## config.mk

```make
export PLATFORM = sky130hd
export DESIGN_NAME = swm_lane
export DESIGN_NICKNAME = d
export VERILOG_FILES = /design/src/rtl/swm_pkg.sv /design/src/rtl/swm_lane.sv
export SDC_FILE = /design/constraint.sdc
export NUM_CORES = 2
export LEC_CHECK = 0
export BUFFER_PORTS_ARGS = -buffer_cell sky130_fd_sc_hd__buf_2
export CORE_MARGIN = 2
export CORE_UTILIZATION = 23
export CTS_CLUSTER_DIAMETER = 200
export DETAILED_ROUTE_END_ITERATION = 10
export SETUP_SLACK_MARGIN = 0.2
export SLEW_MARGIN = 20
export SYNTH_ARGS = -nofsm -noshare
export SYNTH_HDL_FRONTEND = slang
export SYNTH_SLANG_ARGS = --single-unit
```

## constraint.sdc

```tcl
create_clock -name clk -period 9.65 [get_ports clk]
set_input_delay 0.4825 -clock clk [delete_from_list [all_inputs] [get_ports clk]]
set_output_delay 0.4825 -clock clk [all_outputs]
set_load 0.01 [all_outputs]
```

## src/rtl/swm_pkg.sv

```systemverilog
// shared constants, types and control struct for the sliding window median filter
// no dependencies; imported by swm_lane, swm_merge, sliding_window_median_xyz and tb
package swm_pkg;

	localparam int MAX_WINDOW  = 16;
	localparam int SAMPLE_BITS = 32;
	localparam int IDX_W       = $clog2(MAX_WINDOW);
	localparam int CNT_W       = $clog2(MAX_WINDOW + 1);
	localparam int LEN_W       = 5;
	localparam int IN_W        = ((3 * SAMPLE_BITS + 7) / 8) * 8;
	localparam int OUT_W       = ((3 * SAMPLE_BITS + CNT_W + 7) / 8) * 8;

	localparam logic [LEN_W-1:0] LEN_RESET = LEN_W'(10);

	typedef logic signed [SAMPLE_BITS-1:0] sample_t;

	// control shared by all lanes, derived from the fill count and the window length
	typedef struct packed {
		logic [CNT_W-1:0]      fill;       // samples held before this item
		logic                  full;       // window at its length, oldest drops
		logic [IDX_W-1:0]      evict_age;  // age of the oldest sample when full
		logic [MAX_WINDOW-1:0] lo_oh;      // lower middle cell of sorted chain
		logic [MAX_WINDOW-1:0] hi_oh;      // upper middle cell of sorted chain
	} lane_ctrl_t;

endpackage

```

## src/rtl/swm_lane.sv

```systemverilog
// one axis lane: sorted cell chain with age tags, drops oldest and inserts new in the same update
// depends on swm_pkg
module swm_lane
	import swm_pkg::*;
(
	input  logic       clk,
	input  logic       ins,
	input  sample_t    sample,
	input  lane_ctrl_t ctrl,
	output sample_t    median
);

	sample_t          val_q [MAX_WINDOW];
	logic [IDX_W-1:0] age_q [MAX_WINDOW];

	logic [MAX_WINDOW-1:0] cle;
	logic [MAX_WINDOW-1:0] ev;
	logic [MAX_WINDOW-1:0] sh;
	logic [MAX_WINDOW-1:0] kle;
	logic [CNT_W-1:0]      kept;
	sample_t               kval [MAX_WINDOW];
	logic [IDX_W-1:0]      kage [MAX_WINDOW];
	logic                  kcle [MAX_WINDOW];
	sample_t               nval [MAX_WINDOW];
	logic [IDX_W-1:0]      nage [MAX_WINDOW];
	sample_t               lo;
	sample_t               hi;
	logic signed [SAMPLE_BITS:0] sum;

	// compare every cell against the new sample, find the cell to drop
	always_comb begin
		for (int j = 0; j < MAX_WINDOW; j++) begin
			cle[j] = (val_q[j] <= sample);
			ev[j]  = ctrl.full && (CNT_W'(j) < ctrl.fill) && (age_q[j] == ctrl.evict_age);
		end
		sh[0] = ev[0];
		for (int j = 1; j < MAX_WINDOW; j++) begin
			sh[j] = sh[j-1] | ev[j];
		end
		kept = ctrl.full ? (ctrl.fill - CNT_W'(1)) : ctrl.fill;
	end

	// chain with the dropped cell squeezed out
	genvar g;
	generate
		for (g = 0; g < MAX_WINDOW; g++) begin : g_kept
			if (g < MAX_WINDOW - 1) begin : g_mid
				assign kval[g] = sh[g] ? val_q[g+1] : val_q[g];
				assign kage[g] = sh[g] ? age_q[g+1] : age_q[g];
				assign kcle[g] = sh[g] ? cle[g+1] : cle[g];
			end else begin : g_end
				assign kval[g] = val_q[g];
				assign kage[g] = age_q[g];
				assign kcle[g] = cle[g];
			end
			assign kle[g] = (CNT_W'(g) < kept) && kcle[g];
		end
	endgenerate

	// insert the new sample after every kept cell not above it
	always_comb begin
		for (int i = 0; i < MAX_WINDOW; i++) begin
			if (kle[i]) begin
				nval[i] = kval[i];
				nage[i] = kage[i] + IDX_W'(1);
			end else if (i == 0) begin
				nval[i] = sample;
				nage[i] = '0;
			end else if (kle[i-1]) begin
				nval[i] = sample;
				nage[i] = '0;
			end else begin
				nval[i] = kval[i-1];
				nage[i] = kage[i-1] + IDX_W'(1);
			end
		end
	end

	always_ff @(posedge clk) begin
		if (ins) begin
			for (int i = 0; i < MAX_WINDOW; i++) begin
				val_q[i] <= nval[i];
				age_q[i] <= nage[i];
			end
		end
	end

	// pick the middle pair and take the floored mean
	always_comb begin
		lo = '0;
		hi = '0;
		for (int j = 0; j < MAX_WINDOW; j++) begin
			lo = lo | (ctrl.lo_oh[j] ? val_q[j] : '0);
			hi = hi | (ctrl.hi_oh[j] ? val_q[j] : '0);
		end
		sum    = {lo[SAMPLE_BITS-1], lo} + {hi[SAMPLE_BITS-1], hi};
		median = sum[SAMPLE_BITS:1];
	end

endmodule

```

# Yosys cells after proc, flatten, opt, wreduce, memory -nomap -nowiden
# Memory sizes are Yosys's and may differ from the RTL's.
# Cells that the tools add are included.
[op_classes] n_bitwise=44 reduce_logical=46 mux=142 mul=0 div_mod_pow=0 n_eq_ne=15 n_shift=0 n_lt_le_gt_ge=47 add_sub_neg=18
[op_table] cell="$mux W32" count=78
[op_table] cell="$or A32 B32 Y32" count=30
[op_table] cell="$le A32 B32 Y1" count=16
[op_table] cell="$mux W4" count=46
[op_table] cell="$lt A4 B5 Y1 const A" count=15
[op_table] cell="$add A4 B1 Y4 const B" count=16
[op_table] cell="$eq A4 B4 Y1" count=15
[op_table] cell="$logic_and A1 B1 Y1" count=46
[op_table] cell="$lt A3 B5 Y1 const A" count=8
[op_table] cell="$add A32 B32 Y33" count=1
[op_table] cell="$lt A1 B5 Y1 const A" count=4
[op_table] cell="$lt A2 B5 Y1 const A" count=4
[op_table] cell="$mux W1" count=17
[op_table] cell="$or A1 B1 Y1" count=14
[op_table] cell="$mux W5" count=1
[op_table] cell="$sub A5 B1 Y5 const B" count=1
[word_totals] latchBits=0 mem_bits_rw=576 reg_bits=0 n_memories=2 out_inout_bits=32 in_bits=76 romBits=0 word_cells=314
[memory_table] name="val_q" depth=16 word_bits=32 read_ports=16 rd_ports_with_merged_regs=0 write_ports=16 line="swm_lane.sv:13" rtl="sample_t val_q [MAX_WINDOW];"
[memory_table] name="age_q" depth=16 word_bits=4 read_ports=16 rd_ports_with_merged_regs=0 write_ports=16 line="swm_lane.sv:14" rtl="logic [IDX_W-1:0] age_q [MAX_WINDOW];"

# Depth between registers and ports, before layout
[logic_depth] depth_word=21 mapped_depth=16 mapped_depth_nobuf=15

# Least setup slack after synthesis
# OpenSTA, ideal clock, no wires.
[synth_path] kind="input to register" from="input sample[31]" to="memory val_q[1][224] (netlist name) (enable)" cell_stages=12 arrival_time_ps=4550 t_required_ps=9226 path_slack_ps=4675 path_buffers=1 setup_ps=424 cell_sequence="clkbuf_1 clkinv_1 ha_1 nand4_1 or4_1 nor2_1 nand2_1 a21oi_1 o211ai_1 nand2_1 nor2_1 nor2b_1"
[synth_rtl] item="start: declaration" line="swm_lane.sv:8" rtl="input sample_t sample,"
[synth_rtl] item="end: declaration" line="swm_lane.sv:13"

==> impl_metrics.yaml <==
clock_network:
  postCtsSetupRepairBufs: 0
  cts-root-buf: "clkbuf_16"
  clk_path_buf_depth: 3
  cts.repair.resized: 0
  cts_sinks: 576
  clock_latency_ns: 0.74
  hold_buffers: 0
  htree_levels: 3
  cts_tree: "yes"
  clk_pin_slew_ns: 0.06
  cts_buffers: 76
layout:
  nFillCells: 27000
  areaGrowthSynthToFinish_pct: 11.4
  drive_above_1_share_pct: 13.9
  layout.nets: 6713
setup_path:
  slowest_stage: "a2111oi_1"
  startpoint_type: "register"
  arrival_ns: 6.61
  critPathKind: "reg2out"
  path_max_fanout: 5
  cpMostUsedCell: "a21o_1"
  crit_chain: "a22o_1, a221oi_1, nand4_1, fa_1, a21o_1, a211oi_1, o21ai_0, a2111oi_1, o31ai_1, buf_4, a211o_1, a21oi_1, o21bai_1, a21o_1, a31oi_1, buf_2"
  required_ns: 9.17
  path_buf_inv: 2
  cpLargestDelayFamily: "compound AO/OA/AOI/OAI gates"
  cp-end-kind: "output port"
  max_stage_delay_ns: 1.22
worst_hold_path:
  hold_path_class: "in2reg"
drt:
  drt-total-wl_mm: 310
  vias: 59900
  drc: 0
  detail-route-antenna-nets: 0
  dr.pass1.iters: 7
  drt_iter0_drc: 8689
  wire_per_inst_um: 32.6
  viasPerCell: 6.30
global_routing:
  grt_usage_pct: 22.8
  antenna_found_initial: 37
  gr-total-overflow: 0
  grt_pass1_wl_mm: 433
  grt_pass1_vias: 56200
  grt_max_degree: 154
pwr:
  swShare_pct: 52.4
  p_per_area_mw_per_mm2: 471
  internal_power_mw: 14.7
  combPwrFrac_pct: 61.9
  pwr-share-clk_pct: 9.9
  switchingPower_mw: 16.2
  p_leak_nw: 25.1
  seqPwrFrac_pct: 28.2
  peakVddDrop_mv: 0.322
sta:
  min_period_over_period_pct: 73.5
  rsz0062_at_grt: "no"
  finalMaxSlewViolations: 0
  timing.fmax_mhz: 141
  finalHoldViolations: 0
  timing.hold.ws_ns: 0.252
  period_minus_slack_ns: 7.09
  max_slew_margin_pct: 17.8
  tightestPinTransition_ns: 1.23
  finalSetupViolCount: 0
  totalNegativeSetupSlack_ns: 0
  fin_worst_skew_ns: 0.0480
placement:
  io_buffers: 107
  place_congestion: 1.04
  place_hpwl_mm: 227
yosys:
  synth_edf_count: 576
  synth_ff_type: "edfxtp_1"
  synth_area_leader_cell: "edfxtp_1"
  ys_seq_elements: 576
  async_flop_share_pct: 0
  synth_area_mm2: 0.0590
  synth_area_per_cell_um2: 9.40
  netlist_instances: 6276
  syn_nets: 6914
  synth.distinct_cells: 91
  yosys_warnings: 0
  ys_seq_area_share_pct: 29.3
  synth_commonest_cells: "576 x edfxtp_1, 561 x ha_1, 422 x clkbuf_1, 350 x mux2_2, 327 x a21oi_1"
  synth_top_cells_by_area: "edfxtp_1 29%, ha_1 12%, mux2_2 6.7%"
  synth_top_cell_area_share_pct: 29.3
  synth.most_common_cell: "edfxtp_1"
floorplanning:
  core-area_mm2: 0.255
  die_h_um: 510
  initial_core_util_pct: 23.2
  ioPinCount: 108
  rows: 185
  die_area_mm2: 0.260
  die_width_um: 510
status:
  outcome: "completed"
flow_run:
  maxCapViolCount: 0
[worst reg2reg max path: stages (launching register included)]
cell	delay (ns)
edfxtp_1	0.57
ha_1	0.39
nand4_1	0.11
or4_1	0.60
nor3_1	0.29
nand3_1	0.16
nor3_1	0.59
inv_1	0.25
a211oi_4	0.28
buf_4	0.82
or2_2	0.95
o31ai_1	0.25
[path summary, 6_finish.rpt]
path                 startpoint            end  slack (ns)  depth (start not counted)
hold reg to reg    age_q[1][29]   age_q[1][29]        0.71                          3
setup reg to reg  val_q[1][123]  val_q[1][100]        4.08                         11
setup / recovery  val_q[0][129]     median[31]        2.56                         16
hold / removal              ins   age_q[0][21]        0.25                          1
[flip-flops by register name (all words and copies together) (netlist names)]
signal and flops:
age_q 64, val_q 512
[power by group through the flow]
stage / sequential, mW / combinational [mW] / clock, mW
after floorplan: 6.40 / 13.7 / 0
after global placement: 8.46 / 18.1 / 0
after detailed placement: 8.46 / 18.5 / 0
after CTS: 8.42 / 18.6 / 3.09
after global routing: 8.57 / 20.6 / 3.17
final: 8.72 / 19.1 / 3.06
[layout by cell type (no fill, tap or decap), types with 43 or more instances in the layout]
master | synthesis | routed
nand3_1 | 189 | 186
a31oi_1 | 72 | 71
edfxtp_1 | 576 | 576
buf_4 | 18 | 174
xor2_1 | 62 | 62
o31ai_1 | 187 | 186
clkbuf_16 | 0 | 79
nand4_1 | 169 | 169
clkinv_1 | 31 | 43
o22ai_1 | 83 | 82
a21o_1 | 182 | 181
a22o_1 | 293 | 292
o2bb2ai_1 | 70 | 70
or3_1 | 78 | 75
or4_1 | 66 | 65
a221oi_1 | 290 | 290
mux2_2 | 350 | 350
mux2i_1 | 312 | 312
nor2_1 | 232 | 224
a21boi_0 | 65 | 65
o21a_1 | 179 | 178
ha_1 | 561 | 561
buf_2 | 71 | 106
nor3_1 | 192 | 184
o21ai_0 | 254 | 250
inv_1 | 65 | 65
xnor2_1 | 65 | 65
nand2_1 | 307 | 301
a21oi_1 | 327 | 325
[per-stage QoR]
step                util [%]  cells  total power, mW  area (um^2)  setup WS, ns
CTS                     25.8   9500             30.1        65700          2.76
detailed placement      24.8   9362             27.0        63200          3.07
floorplan                  -   6276             20.1        59000          4.68
global route            25.8   9505             32.3        65700          2.45
global placement        24.8   9362             26.6        63100          3.11
finish                  25.8   9510             30.9        65700          2.56
[final cells by class]
type | count | area, um^2 | share of cell area, %
diodes | 9 | 22.5 | 0.0343
clock buffers | 89 | 2010 | 3.07
clock inverters | 49 | 489 | 0.744
inverters | 96 | 360 | 0.548
multi-input cells | 5040 | 39400 | 59.9
flip-flops and latches | 576 | 17300 | 26.3
well taps | 3366 | 4210 | 6.41
repair buffers | 285 | 1940 | 2.95
[kinds of logic after synthesis]
| kind of cell | after synthesis | share of synthesized area, % |
|---|---|---|
| fa+ha+maj | 562 | 11.9 |
| flops | 576 | 29.3 |
| compound gates | 2267 | 27.9 |
| mux | 662 | 12.0 |
| buf+inv | 660 | 4.58 |
| xor+xnor | 127 | 1.89 |
| simple gates | 1422 | 12.4 |
[per-layer routing]
| metal | track usage (%) | part of all wire (%) |
|---|---|---|
| met1 | 28.4 | 38 |
| met2 | 33.9 | 42 |
| met3 | 6.34 | 11 |
| met4 | 16.2 | 9.0 |
| met5 | 0 | 0.042 |
(Power assumes the default switching activity.)
